**src/rds_pkg.sv**
```systemverilog
// Shared widths, register codes and saturation helper for the relative difference stencil.
package rds_pkg;

  // Field widths of the stream payload and the configuration registers.
  localparam int SAMPLE_W = 32;
  localparam int RATIO_W  = 32;
  localparam int IDX_W    = 6;
  localparam int MAX_W    = 31;
  localparam int SCALE_W  = 16;
  localparam int THR_W    = 31;

  // Stream bus widths: the output tdata carries ratio, cell index and block maximum.
  localparam int S_TDATA_W  = SAMPLE_W;
  localparam int M_FIELDS_W = RATIO_W + IDX_W + MAX_W;
  localparam int M_TDATA_W  = ((M_FIELDS_W + 7) / 8) * 8;

  // Configuration port.
  localparam int CFG_IDX_W  = 1;
  localparam int CFG_DATA_W = THR_W;
  localparam logic [CFG_IDX_W-1:0] CFG_DIFF_SCALE = 1'b0;
  localparam logic [CFG_IDX_W-1:0] CFG_SPARSE_THR = 1'b1;
  localparam logic [SCALE_W-1:0]   SCALE_RESET    = 16'd256;

  // Stencil geometry.
  localparam int PAD_W              = 1;
  localparam int CELLS_PER_SIDE_DEF = 4;

  // Arithmetic widths: step magnitude, denominator, quotient and scaling shift.
  localparam int STEP_W      = 32;
  localparam int DEN_W       = SAMPLE_W + SCALE_W;
  localparam int Q_W         = 32;
  localparam int FRAC_SHIFT  = 24;
  localparam int MUL_DIGIT_W = 4;
  localparam int MUL_STEPS   = SCALE_W / MUL_DIGIT_W;

  // Cell information handed from the sample window to the control logic.
  typedef struct packed {
    logic             valid;
    logic             last;
    logic [IDX_W-1:0] idx;
  } rds_cell_t;

  // Turns one raw quotient into a saturated signed Q16.16 direction ratio.
  function automatic logic signed [RATIO_W-1:0] rds_sat_ratio(
    input logic           step_zero,
    input logic           den_zero,
    input logic           neg,
    input logic           ovf,
    input logic [Q_W-1:0] quot
  );
    logic                   big;
    logic [RATIO_W-1:0]     sat_pos;
    logic [RATIO_W-1:0]     sat_neg;
    logic [RATIO_W-1:0]     res;
    sat_pos = {1'b0, {(RATIO_W-1){1'b1}}};
    sat_neg = {1'b1, {(RATIO_W-1){1'b0}}};
    big     = ovf || quot[Q_W-1];
    if (step_zero) begin
      res = '0;
    end else if (den_zero) begin
      res = sat_pos;
    end else if (!neg) begin
      res = big ? sat_pos : RATIO_W'(quot);
    end else begin
      res = big ? sat_neg : RATIO_W'(~quot + 1'b1);
    end
    return $signed(res);
  endfunction

endpackage

```
**src/rds_win.sv**
```systemverilog
// Sample window: delay line, padded position counters and inner cell decode.
module rds_win
  import rds_pkg::*;
#(
  parameter int CELLS_PER_SIDE = CELLS_PER_SIDE_DEF
) (
  input  logic                       clk_i,
  input  logic                       rst_ni,
  input  logic                       take_i,
  input  logic signed [SAMPLE_W-1:0] sample_i,
  input  logic                       block_start_i,
  output rds_cell_t                  cell_o,
  output logic signed [SAMPLE_W-1:0] cen_o,
  output logic signed [SAMPLE_W-1:0] xl_o,
  output logic signed [SAMPLE_W-1:0] xr_o,
  output logic signed [SAMPLE_W-1:0] yl_o
);

  localparam int PADDED = CELLS_PER_SIDE + 2 * PAD_W;
  localparam int DEPTH  = 2 * PADDED;
  localparam int CW     = $clog2(PADDED);
  localparam logic [CW-1:0] C_END  = CW'(PADDED - 1);
  localparam logic [CW-1:0] C_LO   = CW'(PAD_W);
  localparam logic [CW-1:0] C_HI   = CW'(CELLS_PER_SIDE);
  localparam logic [CW-1:0] Y_LO   = CW'(PAD_W + 1);
  localparam logic [CW-1:0] Y_HI   = CW'(CELLS_PER_SIDE + 1);

  logic signed [SAMPLE_W-1:0] dl_q [DEPTH];
  logic [CW-1:0]    x_q, y_q, z_q;
  logic [CW-1:0]    x_e, y_e, z_e;
  logic             done_q;
  logic [IDX_W-1:0] idx_q, idx_e;
  logic             active;
  logic             is_cell;

  // A block start restarts the scan at padded sample zero.
  assign x_e    = block_start_i ? '0 : x_q;
  assign y_e    = block_start_i ? '0 : y_q;
  assign z_e    = block_start_i ? '0 : z_q;
  assign idx_e  = block_start_i ? '0 : idx_q;
  assign active = block_start_i || !done_q;

  // A cell is emitted when its upper y neighbour arrives.
  assign is_cell = active && (x_e >= C_LO) && (x_e <= C_HI) && (y_e >= Y_LO) &&
                   (y_e <= Y_HI) && (z_e >= C_LO) && (z_e <= C_HI);

  assign cell_o.valid = is_cell;
  assign cell_o.last  = (x_e == C_HI) && (y_e == Y_HI) && (z_e == C_HI);
  assign cell_o.idx   = idx_e;

  // Fixed taps of the delay line around the centre cell.
  assign cen_o = dl_q[PADDED-1];
  assign xl_o  = dl_q[PADDED];
  assign xr_o  = dl_q[PADDED-2];
  assign yl_o  = dl_q[DEPTH-1];

  // Position counters and cell numbering.
  always_ff @(posedge clk_i or negedge rst_ni) begin
    if (!rst_ni) begin
      x_q    <= '0;
      y_q    <= '0;
      z_q    <= '0;
      done_q <= 1'b0;
      idx_q  <= '0;
    end else if (take_i && active) begin
      idx_q  <= idx_e + IDX_W'(is_cell);
      done_q <= 1'b0;
      if (x_e != C_END) begin
        x_q <= x_e + 1'b1;
        y_q <= y_e;
        z_q <= z_e;
      end else begin
        x_q <= '0;
        if (y_e != C_END) begin
          y_q <= y_e + 1'b1;
          z_q <= z_e;
        end else begin
          y_q <= '0;
          if (z_e != C_END) begin
            z_q <= z_e + 1'b1;
          end else begin
            z_q    <= '0;
            done_q <= 1'b1;
          end
        end
      end
    end
  end

  // Delay line of the last two padded rows.
  always_ff @(posedge clk_i) begin
    if (take_i && active) begin
      dl_q[0] <= sample_i;
      for (int i = 1; i < DEPTH; i++) begin
        dl_q[i] <= dl_q[i-1];
      end
    end
  end

endmodule

```
**src/rds_mul.sv**
```systemverilog
// Digit-serial multiplier: center magnitude times scale, one radix-16 digit per cycle.
module rds_mul
  import rds_pkg::*;
(
  input  logic                clk_i,
  input  logic                rst_ni,
  input  logic                start_i,
  input  logic [SAMPLE_W-1:0] mag_i,
  input  logic [SCALE_W-1:0]  scale_i,
  output logic [DEN_W-1:0]    den_o,
  output logic                done_o
);

  localparam int CNT_W = $clog2(MUL_STEPS);
  localparam logic [CNT_W-1:0] CNT_LAST = CNT_W'(MUL_STEPS - 1);

  logic                            busy_q;
  logic                            done_q;
  logic [CNT_W-1:0]                cnt_q;
  logic [SAMPLE_W-1:0]             mag_q;
  logic [SCALE_W-1:0]              dig_q;
  logic [DEN_W-1:0]                acc_q;
  logic [MUL_DIGIT_W-1:0]          digit;
  logic [SAMPLE_W+MUL_DIGIT_W-1:0] pp;
  logic [DEN_W-1:0]                acc_d;

  // Most significant scale digit first: shift the sum and add one partial product.
  assign digit = dig_q[SCALE_W-1 -: MUL_DIGIT_W];
  assign pp    = mag_q * digit;
  assign acc_d = {acc_q[DEN_W-MUL_DIGIT_W-1:0], MUL_DIGIT_W'(0)} + DEN_W'(pp);

  assign den_o  = acc_q;
  assign done_o = done_q;

  // Step control.
  always_ff @(posedge clk_i or negedge rst_ni) begin
    if (!rst_ni) begin
      busy_q <= 1'b0;
      done_q <= 1'b0;
      cnt_q  <= '0;
    end else begin
      done_q <= 1'b0;
      if (start_i) begin
        busy_q <= 1'b1;
        cnt_q  <= '0;
      end else if (busy_q) begin
        cnt_q <= cnt_q + 1'b1;
        if (cnt_q == CNT_LAST) begin
          busy_q <= 1'b0;
          done_q <= 1'b1;
        end
      end
    end
  end

  // Operand shift register and accumulator.
  always_ff @(posedge clk_i) begin
    if (start_i) begin
      mag_q <= mag_i;
      dig_q <= scale_i;
      acc_q <= '0;
    end else if (busy_q) begin
      dig_q <= {dig_q[SCALE_W-MUL_DIGIT_W-1:0], MUL_DIGIT_W'(0)};
      acc_q <= acc_d;
    end
  end

endmodule

```
**src/rds_div.sv**
```systemverilog
// Bit-serial restoring divider: (step << 24) / den, one quotient bit per cycle.
module rds_div
  import rds_pkg::*;
(
  input  logic              clk_i,
  input  logic              rst_ni,
  input  logic              start_i,
  input  logic [STEP_W-1:0] step_i,
  input  logic [DEN_W-1:0]  den_i,
  output logic [Q_W-1:0]    quot_o,
  output logic              ovf_o,
  output logic              done_o
);

  localparam int CNT_W  = $clog2(Q_W);
  localparam int HI_LSB = Q_W - FRAC_SHIFT;
  localparam logic [CNT_W-1:0] CNT_LAST = CNT_W'(Q_W - 1);

  logic             busy_q;
  logic             done_q;
  logic [CNT_W-1:0] cnt_q;
  logic [DEN_W-1:0] rem_q;
  logic [DEN_W-1:0] den_q;
  logic [Q_W-1:0]   num_q;
  logic [Q_W-1:0]   quot_q;
  logic             ovf_q;
  logic [DEN_W:0]   trial;
  logic [DEN_W:0]   diff;
  logic             ge;

  // Shift in the next numerator bit and subtract where the divisor fits.
  assign trial = {rem_q, num_q[Q_W-1]};
  assign diff  = trial - {1'b0, den_q};
  assign ge    = trial >= {1'b0, den_q};

  assign quot_o = quot_q;
  assign ovf_o  = ovf_q;
  assign done_o = done_q;

  // Iteration control.
  always_ff @(posedge clk_i or negedge rst_ni) begin
    if (!rst_ni) begin
      busy_q <= 1'b0;
      done_q <= 1'b0;
      cnt_q  <= '0;
    end else begin
      done_q <= 1'b0;
      if (start_i) begin
        busy_q <= 1'b1;
        cnt_q  <= '0;
      end else if (busy_q) begin
        cnt_q <= cnt_q + 1'b1;
        if (cnt_q == CNT_LAST) begin
          busy_q <= 1'b0;
          done_q <= 1'b1;
        end
      end
    end
  end

  // Remainder, numerator and quotient shift registers. The quotient cannot fit
  // in its bits when the upper numerator part alone already reaches the divisor.
  always_ff @(posedge clk_i) begin
    if (start_i) begin
      rem_q <= DEN_W'(step_i[STEP_W-1:HI_LSB]);
      num_q <= {step_i[HI_LSB-1:0], FRAC_SHIFT'(0)};
      den_q <= den_i;
    end else if (busy_q) begin
      if (cnt_q == '0) begin
        ovf_q <= rem_q >= den_q;
      end
      rem_q  <= ge ? diff[DEN_W-1:0] : trial[DEN_W-1:0];
      num_q  <= {num_q[Q_W-2:0], 1'b0};
      quot_q <= {quot_q[Q_W-2:0], ge};
    end
  end

endmodule

```
**src/relative_difference_stencil.sv**
```systemverilog
// Top level of the relative difference stencil: control, configuration and output register.
//
// The block takes a padded cube of Q4.28 samples in x-fastest order and, for
// every inner cell, returns the larger of its x and y relative differences in
// saturated Q16.16, with the block maximum on the last cell. A padded sample
// that closes no cell is taken while the sequencer stays idle. A cell goes from
// its transaction through the states PREP, which forms the magnitudes, and
// CHECK, which forms the steps and the skip decision, then MUL, where the
// radix-16 multiplier builds center times scale from four digits, then DIV,
// where the two bit-serial dividers work on x and y side by side for 32
// quotient bits, and FIN, which loads the output register. A skipped cell
// goes from CHECK straight to FIN. The result waits in an output register,
// so the next sample is taken as soon as the output slot is free or being
// drained.
module relative_difference_stencil
  import rds_pkg::*;
#(
  parameter int CELLS_PER_SIDE = CELLS_PER_SIDE_DEF
) (
  input  logic                  clk_i,
  input  logic                  rst_ni,
  input  logic                  cfg_we_i,
  input  logic [CFG_IDX_W-1:0]  cfg_idx_i,
  input  logic [CFG_DATA_W-1:0] cfg_data_i,
  input  logic                  s_axis_tvalid,
  output logic                  s_axis_tready,
  // [31:0] sample
  input  logic [S_TDATA_W-1:0]  s_axis_tdata,
  // [0] block_start
  input  logic                  s_axis_tuser,
  output logic                  m_axis_tvalid,
  input  logic                  m_axis_tready,
  // [31:0] ratio, [37:32] cell_index, [68:38] block_max, rest zero
  output logic [M_TDATA_W-1:0]  m_axis_tdata,
  // [0] skipped
  output logic                  m_axis_tuser,
  output logic                  m_axis_tlast
);

  typedef enum logic [2:0] {
    ST_IDLE,
    ST_PREP,
    ST_CHECK,
    ST_MUL,
    ST_DIV,
    ST_FIN
  } state_e;

  state_e state_q;

  logic [SCALE_W-1:0] scale_q;
  logic [THR_W-1:0]   thr_q;
  logic [MAX_W-1:0]   run_max_q;

  logic                       in_acc;
  rds_cell_t                  win_cell;
  logic signed [SAMPLE_W-1:0] tap_c, tap_xl, tap_xr, tap_yl;

  logic signed [SAMPLE_W-1:0] cen_q, xl_q, xr_q, yl_q, yr_q;
  logic                       last_q;
  logic [IDX_W-1:0]           idx_q;
  logic [SAMPLE_W-1:0]        cmag_q;
  logic                       negc_q;
  logic [STEP_W-1:0]          mxl_q, mxr_q, myl_q, myr_q;
  logic [STEP_W-1:0]          stepx_q, stepy_q;
  logic                       skip_q;
  logic                       skip_now;
  logic signed [RATIO_W-1:0]  ratio_q;

  logic                      mul_start, mul_done;
  logic [DEN_W-1:0]          den;
  logic [Q_W-1:0]            quot_x, quot_y;
  logic                      ovf_x, ovf_y, done_x, done_y;
  logic signed [RATIO_W-1:0] rx, ry;
  logic [MAX_W-1:0]          new_max;
  logic                      out_free;
  logic                      out_load;

  logic                      out_valid_q;
  logic [RATIO_W-1:0]        out_ratio_q;
  logic [IDX_W-1:0]          out_idx_q;
  logic                      out_skip_q;
  logic                      out_last_q;
  logic [MAX_W-1:0]          out_bmax_q;

  // Magnitude of the difference of two samples.
  function automatic logic [STEP_W-1:0] mag_diff(
    input logic signed [SAMPLE_W-1:0] a,
    input logic signed [SAMPLE_W-1:0] b
  );
    logic signed [SAMPLE_W:0] d;
    d = {a[SAMPLE_W-1], a} - {b[SAMPLE_W-1], b};
    return d[SAMPLE_W] ? STEP_W'(~d + 1'b1) : STEP_W'(d);
  endfunction

  assign s_axis_tready = (state_q == ST_IDLE);
  assign in_acc        = s_axis_tvalid && s_axis_tready;
  assign out_free      = !out_valid_q || m_axis_tready;
  assign out_load      = (state_q == ST_FIN) && out_free;

  rds_win #(
    .CELLS_PER_SIDE(CELLS_PER_SIDE)
  ) u_win (
    .clk_i         (clk_i),
    .rst_ni        (rst_ni),
    .take_i        (in_acc),
    .sample_i      ($signed(s_axis_tdata[SAMPLE_W-1:0])),
    .block_start_i (s_axis_tuser),
    .cell_o        (win_cell),
    .cen_o         (tap_c),
    .xl_o          (tap_xl),
    .xr_o          (tap_xr),
    .yl_o          (tap_yl)
  );

  // Cells whose center magnitude is below the threshold bypass the arithmetic.
  assign skip_now  = cmag_q < {1'b0, thr_q};
  assign mul_start = (state_q == ST_CHECK) && !skip_now;

  rds_mul u_mul (
    .clk_i   (clk_i),
    .rst_ni  (rst_ni),
    .start_i (mul_start),
    .mag_i   (cmag_q),
    .scale_i (scale_q),
    .den_o   (den),
    .done_o  (mul_done)
  );

  rds_div u_div_x (
    .clk_i   (clk_i),
    .rst_ni  (rst_ni),
    .start_i (mul_done),
    .step_i  (stepx_q),
    .den_i   (den),
    .quot_o  (quot_x),
    .ovf_o   (ovf_x),
    .done_o  (done_x)
  );

  rds_div u_div_y (
    .clk_i   (clk_i),
    .rst_ni  (rst_ni),
    .start_i (mul_done),
    .step_i  (stepy_q),
    .den_i   (den),
    .quot_o  (quot_y),
    .ovf_o   (ovf_y),
    .done_o  (done_y)
  );

  // Saturated direction ratios once both quotients are ready.
  assign rx = rds_sat_ratio(stepx_q == '0, den == '0, negc_q, ovf_x, quot_x);
  assign ry = rds_sat_ratio(stepy_q == '0, den == '0, negc_q, ovf_y, quot_y);

  // Only positive ratios of cells that were not skipped raise the maximum.
  assign new_max = (!skip_q && !ratio_q[RATIO_W-1] && (ratio_q[MAX_W-1:0] > run_max_q)) ?
                   ratio_q[MAX_W-1:0] : run_max_q;

  // Sequencer, configuration registers, running maximum and output register.
  always_ff @(posedge clk_i or negedge rst_ni) begin
    if (!rst_ni) begin
      state_q     <= ST_IDLE;
      scale_q     <= SCALE_RESET;
      thr_q       <= '0;
      run_max_q   <= '0;
      out_valid_q <= 1'b0;
      out_ratio_q <= '0;
      out_idx_q   <= '0;
      out_skip_q  <= 1'b0;
      out_last_q  <= 1'b0;
      out_bmax_q  <= '0;
    end else begin
      if (cfg_we_i) begin
        unique case (cfg_idx_i)
          CFG_DIFF_SCALE: scale_q <= cfg_data_i[SCALE_W-1:0];
          CFG_SPARSE_THR: thr_q   <= cfg_data_i[THR_W-1:0];
          default: ;
        endcase
      end
      if (out_valid_q && m_axis_tready && !out_load) begin
        out_valid_q <= 1'b0;
      end
      unique case (state_q)
        ST_IDLE: begin
          if (in_acc) begin
            if (s_axis_tuser) begin
              run_max_q <= '0;
            end
            if (win_cell.valid) begin
              state_q <= ST_PREP;
            end
          end
        end
        ST_PREP: state_q <= ST_CHECK;
        ST_CHECK: state_q <= skip_now ? ST_FIN : ST_MUL;
        ST_MUL: begin
          if (mul_done) begin
            state_q <= ST_DIV;
          end
        end
        ST_DIV: begin
          if (done_x) begin
            state_q <= ST_FIN;
          end
        end
        ST_FIN: begin
          if (out_free) begin
            out_valid_q <= 1'b1;
            out_ratio_q <= ratio_q;
            out_idx_q   <= idx_q;
            out_skip_q  <= skip_q;
            out_last_q  <= last_q;
            out_bmax_q  <= last_q ? new_max : '0;
            run_max_q   <= new_max;
            state_q     <= ST_IDLE;
          end
        end
        default: state_q <= ST_IDLE;
      endcase
    end
  end

  // Operand capture and per-cell working values.
  always_ff @(posedge clk_i) begin
    if (in_acc && win_cell.valid) begin
      cen_q  <= tap_c;
      xl_q   <= tap_xl;
      xr_q   <= tap_xr;
      yl_q   <= tap_yl;
      yr_q   <= $signed(s_axis_tdata[SAMPLE_W-1:0]);
      last_q <= win_cell.last;
      idx_q  <= win_cell.idx;
    end
    if (state_q == ST_PREP) begin
      cmag_q <= cen_q[SAMPLE_W-1] ? (~cen_q + 1'b1) : cen_q;
      negc_q <= cen_q[SAMPLE_W-1];
      mxl_q  <= mag_diff(cen_q, xl_q);
      mxr_q  <= mag_diff(xr_q, cen_q);
      myl_q  <= mag_diff(cen_q, yl_q);
      myr_q  <= mag_diff(yr_q, cen_q);
    end
    if (state_q == ST_CHECK) begin
      skip_q  <= skip_now;
      stepx_q <= (mxl_q > mxr_q) ? mxl_q : mxr_q;
      stepy_q <= (myl_q > myr_q) ? myl_q : myr_q;
      if (skip_now) begin
        ratio_q <= '0;
      end
    end
    if ((state_q == ST_DIV) && done_x) begin
      ratio_q <= (rx > ry) ? rx : ry;
    end
  end

  assign m_axis_tvalid = out_valid_q;
  assign m_axis_tdata  = {(M_TDATA_W - M_FIELDS_W)'(0), out_bmax_q, out_idx_q, out_ratio_q};
  assign m_axis_tuser  = out_skip_q;
  assign m_axis_tlast  = out_last_q;

`ifndef NO_ASSERTIONS
  // The two dividers start together and must finish together.
  a_div_lockstep: assert property (@(posedge clk_i) disable iff (!rst_ni)
    done_x == done_y)
    else $error("x and y dividers out of step");

  // The multiplier reports completion only while the sequencer waits for it.
  a_mul_in_state: assert property (@(posedge clk_i) disable iff (!rst_ni)
    mul_done |-> (state_q == ST_MUL))
    else $error("multiplier finished outside its wait state");

  // A skipped cell always reports a zero ratio.
  a_skip_zero: assert property (@(posedge clk_i) disable iff (!rst_ni)
    (out_valid_q && out_skip_q) |-> (out_ratio_q == '0))
    else $error("skipped cell with nonzero ratio");

  // The block maximum is only reported with the last cell.
  a_bmax_last: assert property (@(posedge clk_i) disable iff (!rst_ni)
    (out_valid_q && !out_last_q) |-> (out_bmax_q == '0))
    else $error("block maximum outside the last cell");

  // A result waiting in the output register is not replaced.
  a_out_hold: assert property (@(posedge clk_i) disable iff (!rst_ni)
    (out_valid_q && !m_axis_tready) |=> (out_valid_q && $stable(out_idx_q)))
    else $error("pending result overwritten");
`endif

endmodule

```
**config.mk**
```make
export PLATFORM = sky130hd
export DESIGN_NAME = relative_difference_stencil
export DESIGN_NICKNAME = d
export VERILOG_FILES = /design/src/rds_pkg.sv /design/src/rds_win.sv /design/src/rds_mul.sv /design/src/rds_div.sv /design/src/relative_difference_stencil.sv
export SDC_FILE = /design/constraint.sdc
export NUM_CORES = 2
export LEC_CHECK = 0
export BUFFER_PORTS_ARGS = -buffer_cell sky130_fd_sc_hd__buf_2
export CAP_MARGIN = 0
export CORE_MARGIN = 10
export CORE_UTILIZATION = 61
export CTS_CLUSTER_SIZE = 16
export DETAILED_ROUTE_END_ITERATION = 8
export PLACE_DENSITY = 0.78
export SETUP_SLACK_MARGIN = 0.5
export SYNTH_ARGS = -nofsm -noshare
export SYNTH_HDL_FRONTEND = slang
export SYNTH_SLANG_ARGS = --single-unit
```
**constraint.sdc**
```tcl
create_clock -name clk_i -period 34 [get_ports clk_i]
set_input_delay 5.1 -clock clk_i [delete_from_list [all_inputs] [get_ports clk_i]]
set_output_delay 5.1 -clock clk_i [all_outputs]
set_load 0.005 [all_outputs]
```
Word level (Yosys, flattened, before mapping)

Memory sizes are Yosys's and may differ from the RTL's. A register that Yosys moved wholly into a read port is not among the register bits.
Index checks and enable logic that the tools add are counted.

Register bits: 901
Latch bits: 0
Memory bits (writable): 384
ROM bits: 0
Bits of input ports: 70
Output and inout port bits: 76
Word-level logic and storage cells: 256
Memories: 1

Add/sub/neg operators: 21
$mul: 1
Divide/modulo/power cells: 0
Order comparisons: 15
Equality and inequality tests: 20
Shifts and indexed selects: 0
Multiplexer cells: 85
Bitwise gates (word level): 9
Reduce and logical (&&, ||, !) cells: 50

Memories:

| name       | depth | bits a word | rd ports | clocked after memory_dff | write ports | line          | text |
|---|---|---|---|---|---|---|---|
| u_win.dl_q | 12    | 32          | 12       | 1                        | 12          | rds_win.sv:28 | `logic signed [SAMPLE_W-1:0] dl_q [DEPTH];` |

Operators by type and width:

| kind                                          | number |
|---|---|
| two-way mux 32 bit                            | 24 |
| adder 32 x 1 -> 32 bit, second input constant | 7 |
| inverter 32 bit                               | 7 |
| two-way mux 31 bit                            | 6 |
| subtractor 32 x 32 -> 33 bit                  | 4 |
| greater-or-equal comparator 49 x 48 -> 1 bit  | 2 |
| greater-or-equal comparator 48 bit            | 2 |
| > comparator 32 bit                           | 3 |
| two-way mux 24 bit                            | 4 |
| two-way mux 48 bit                            | 2 |
| subtractor 48 bit                             | 2 |
| logical NOT 32 bit                            | 2 |
| one-hot mux 31 bit (2 select lines)           | 1 |
| adder 48 x 36 -> 48 bit                       | 1 |
| logical NOT 48 bit                            | 1 |
| two-way mux 3 bit                             | 15 |
| multiplier 32 x 4 -> 36 bit                   | 1 |
| less-than comparator 32 x 31 -> 1 bit         | 1 |
| two-way mux 16 bit                            | 2 |
| > comparator 31 bit                           | 1 |
| two-way mux 1 bit                             | 23 |
| two-way mux 5 bit                             | 4 |
| logical AND 1 bit                             | 18 |
| one-hot mux 3 bit (6 select lines)            | 1 |
| 27 further kinds                              | 67 |

Depth between registers and ports, before layout

Depth after elaboration: 11
Gate-level depth with buffers: 28
Gate-level depth less buffers: 25

Hierarchy

Synthesis repeated with hierarchy kept, for this count alone.

Cells, all modules: 7,216
Area, all modules: 78,768.0 µm²

Modules (own cells, without submodules):

| module                      | times used | cells an instance | area each (µm²) | sequential area each (µm²) |
|---|---|---|---|---|
| relative_difference_stencil | 1          | 3,760             | 37,579.8        | 16,592.2 |
| rds_div                     | 2          | 949               | 9,480.3         | 4,048.9 |
| rds_win                     | 1          | 615               | 13,419.1        | 11,931.4 |
| rds_mul                     | 1          | 943               | 8,808.4         | 2,502.4 |

Worst setup path before layout

No wires, ideal clock.

Kind: input-to-reg
Start: input port s_axis_tuser
End: register u_win.x_q[1]
Setup time: 0.083 ns
Data arrival time: 14.053 ns
Data required time: 33.917 ns
Slack: 19.864 ns
Stages: 8
Path buffers: 0
Path through: inv_1 -> nand2_1 -> nand3_1 -> inv_1 -> nand2_1 -> nor3_1 -> a21oi_1 -> o21ai_0

Longest elaborated chain between the ends: 3
Elaborated cells on any way between the ends: 6
Classes of those cells: add/sub: 1; eq/ne: 1; mux: 2; reduce/logical: 2

RTL lines:

| item                                                  | line                              | text |
|---|---|---|
| from (decl)                                           | relative_difference_stencil.sv:30 | `input logic s_axis_tuser,` |
| two-way mux 3 bit                                     | rds_win.sv:37                     | `assign x_e = block_start_i ? '0 : x_q;` |
| adder 3 x 1 -> 3 bit or != test 3 bit (tied branches) | rds_win.sv:69, rds_win.sv:68      |  |
| two-way mux 3 bit                                     | rds_win.sv:68                     | `if (x_e != C_END) begin` |
| to (signal assigned)                                  | rds_win.sv:69                     | `x_q <= x_e + 1'b1;` |
| to (decl)                                             | rds_win.sv:29                     | `logic [CW-1:0] x_q, y_q, z_q;` |

Parallel ways exist; a longest one is shown, timed or not.
A chain may end at the register's enable or synchronous reset.

==> impl_metrics.ini <==
[status]
status = finished clean

[sta]
rsz0062_at_grt = false
final-setup-viol-count = 0
tns_ns = 0
period_share_pct = 21.4
finalHoldViolations = 0
finalMaxSlewViolations = 0
skew_ns = 0.0226
max_freq_mhz = 138
slew-limit-headroom_pct = 11.7
period_needed_ns = 7.26
whs_ns = 0.411
worst_slack_ns = 26.74
tightest_slew_ns = 1.29

[setup_path]
path_max_fanout = 196
r2r_cells = 25
crit_arrival_ns = 7.66
r2r_slack_ns = 27.33
r2r-end = ratio_q[7]
crit_required_ns = 34.40
critPathLaunch = s_axis_tuser
cp-start-kind = input pin
crit_end = u_win.dl_q[9][9]
reg2reg_from = u_div_y.quot_o[0]
critical_path_class = in -> reg
cp-end-kind = register

[drt]
vias = 52400
vias_per_cell = 6.10
drc = 0
drtIter0Drc = 4868
drtAntennaViolNets = 0
wire_per_inst_microns = 21.1
wirelength_mm = 181
firstDrtPassIters = 6

[logic_synthesis]
ys_types = 102
synthTopCellsByArea = edfxtp_1 42%, ha_1 9.0%, dfrtp_1 6.2%, xnor2_1 3.0%, mux2_2 2.8%
yosys.area.top_type = edfxtp_1
synth_edf_count = 1035
yosysTopAreaCellShare_pct = 41.7
synthCells = 6732
yosysWarningCount = 0
ys.flop_type = edfxtp_1
yosysSeqAreaShare_pct = 50.5
syn_area_sq_mm = 0.0746
avgSynthCellArea_sq_um = 11.1
async_flop_share_pct = 14.1
ys_ff_latch = 1317

[layout]
fillCellCount = 8847
syn_to_final_growth_pct = 9.70
antennaDiodeCount = 0
final_util_pct = 67.3
final_nets = 7563
drive_gt1_share_pct = 9.64

[die]
row_count = 128
die_x_microns = 370
die_h_microns = 370
dieArea_sq_mm = 0.137
io_pins = 146
start_util_pct = 61.4
core_area_sq_mm = 0.122

[clock_tree]
path_clk_slew_ns = 0.06
clock_latency_ns = 0.80
clock-sinks = 1317
cts_tree = yes
cts_resized = 0
cts_buffers = 140
clock_tree.root_cell = clkbuf_16
clockBufferDepth = 3
cts_max_level = 4
cts_hold_buf = 0
postCtsSetupRepairBufs = 0

[place]
portBuffers = 142
pre_cts_slack_ns = 26.01
gp_congestion = 0.956
dp_hpwl_mm = 132

[global_routing]
grt_max_degree = 197
grt_usage_pct = 26.1
grt-ovfl-total = 0
grt_pass1_wl_mm = 283
grt_pass1_vias = 51900
antenna_found_initial = 3

[min_path]
hp-class = reg -> reg
min_path_cells = 0

[pwr]
ir_drop_v = 0.0000512
p_leak_nw = 32.7
p_total_mw = 3.32
power_density_mw_per_mm2 = 40.6

[job]
max_cap_viol_count = 0
## layer usage
layer | up-vias | part of all wire [%] | GRT usage (%) | routed length [microns]
li1 | 24800 | - | - | -
met1 | 25500 | 42 | 33.4 | 75200
met2 | 1726 | 48 | 43.6 | 87000
met3 | 402 | 6.0 | 4.03 | 10900
met4 | 4 | 4.4 | 11.7 | 7960
met5 | - | 0.013 | 0 | 23
## cell usage in the layout (no fill, tap or decap), types with 188 or more instances in the layout
master    count
nor2_1      428
a21oi_1     391
o21ai_0     319
xnor2_1     252
nand2_1     520
ha_1        536
mux2_2      188
a21o_1      214
inv_1       540
edfxtp_1   1035
## power breakdown
part / switching [mW] / internal, mW / total (mW)
Clock: 0.664 / 0.895 / 1.56
Sequential: 0.00457 / 1.73 / 1.73
Combinational: 0.0183 / 0.0162 / 0.0345
## per-stage QoR
| stage | cell area, sq um | instances |
|---|---|---|
| floorplan | 74600 | 6734 |
| global placement | 77000 | 8342 |
| detailed placement | 77000 | 8342 |
| CTS | 81800 | 8595 |
| global route | 81800 | 8596 |
| finish | 81800 | 8596 |
## flip-flops by register name (all words and copies together), names as in the netlist, 48 cells and up
signal / flops
u_win.dl_q: 384
u_div_x.den_q: 48
u_div_x.rem_q: 48
u_div_y.rem_q: 48
u_mul.den_o: 48
## worst max-delay path, cell delays in order
cell and delay (ns):
buf_2 0.29, inv_1 0.19, nand2_1 0.09, nand3_1 0.20, inv_8 0.63, buf_12 0.69
## cell usage after synthesis, types with 61 or more instances
library cell	number
edfxtp_1	1035
inv_1	542
ha_1	536
nand2_1	520
nor2_1	431
a21oi_1	392
o21ai_0	319
xnor2_1	252
a21o_1	214
mux2_2	188
dfrtp_1	185
clkbuf_1	184
and2_1	158
xor2_1	131
nor3_1	119
nand3_1	105
mux2i_1	101
fa_1	97
dfxtp_1	96
nand4_1	84
nand2b_1	80
nor2b_1	73
a211oi_1	61
## cell families after synthesis
logic type,Yosys count,synth area share (%)
flops,1317,50.5
simple gates,1855,12.3
other cells,1,0.00503
compound gates,1499,13.0
buf+inv,751,3.80
xor+xnor,383,4.50
fa+ha+maj,633,11.6
mux,293,4.25
## worst min-delay path by stage
stage / startpoint / to / slack (ns)
after global routing: u_win.dl_q[9][5] / u_win.dl_q[10][5] / 0.42
final: u_win.dl_q[8][20] / u_win.dl_q[9][20] / 0.41
after floorplan: u_win.dl_q[9][0] / u_win.dl_q[10][0] / 0.40
after global placement: u_win.dl_q[2][1] / u_win.dl_q[3][1] / 0.40
after CTS: u_win.dl_q[9][5] / u_win.dl_q[10][5] / 0.41
after detailed placement: u_win.dl_q[9][3] / u_win.dl_q[10][3] / 0.40
## area by class of cell
type / instances / area (sq um) / area share, %
Clock buffer: 169 / 3800 / 4.64
Multi-Input combinational cell: 4666 / 34200 / 41.8
Tap cell: 1625 / 2030 / 2.49
Inverter: 545 / 2050 / 2.51
Clock inverter: 84 / 943 / 1.15
Sequential cell: 1317 / 37700 / 46.0
Timing Repair Buffer: 190 / 1140 / 1.39
Note: power is estimated with default switching activity, not from simulation.
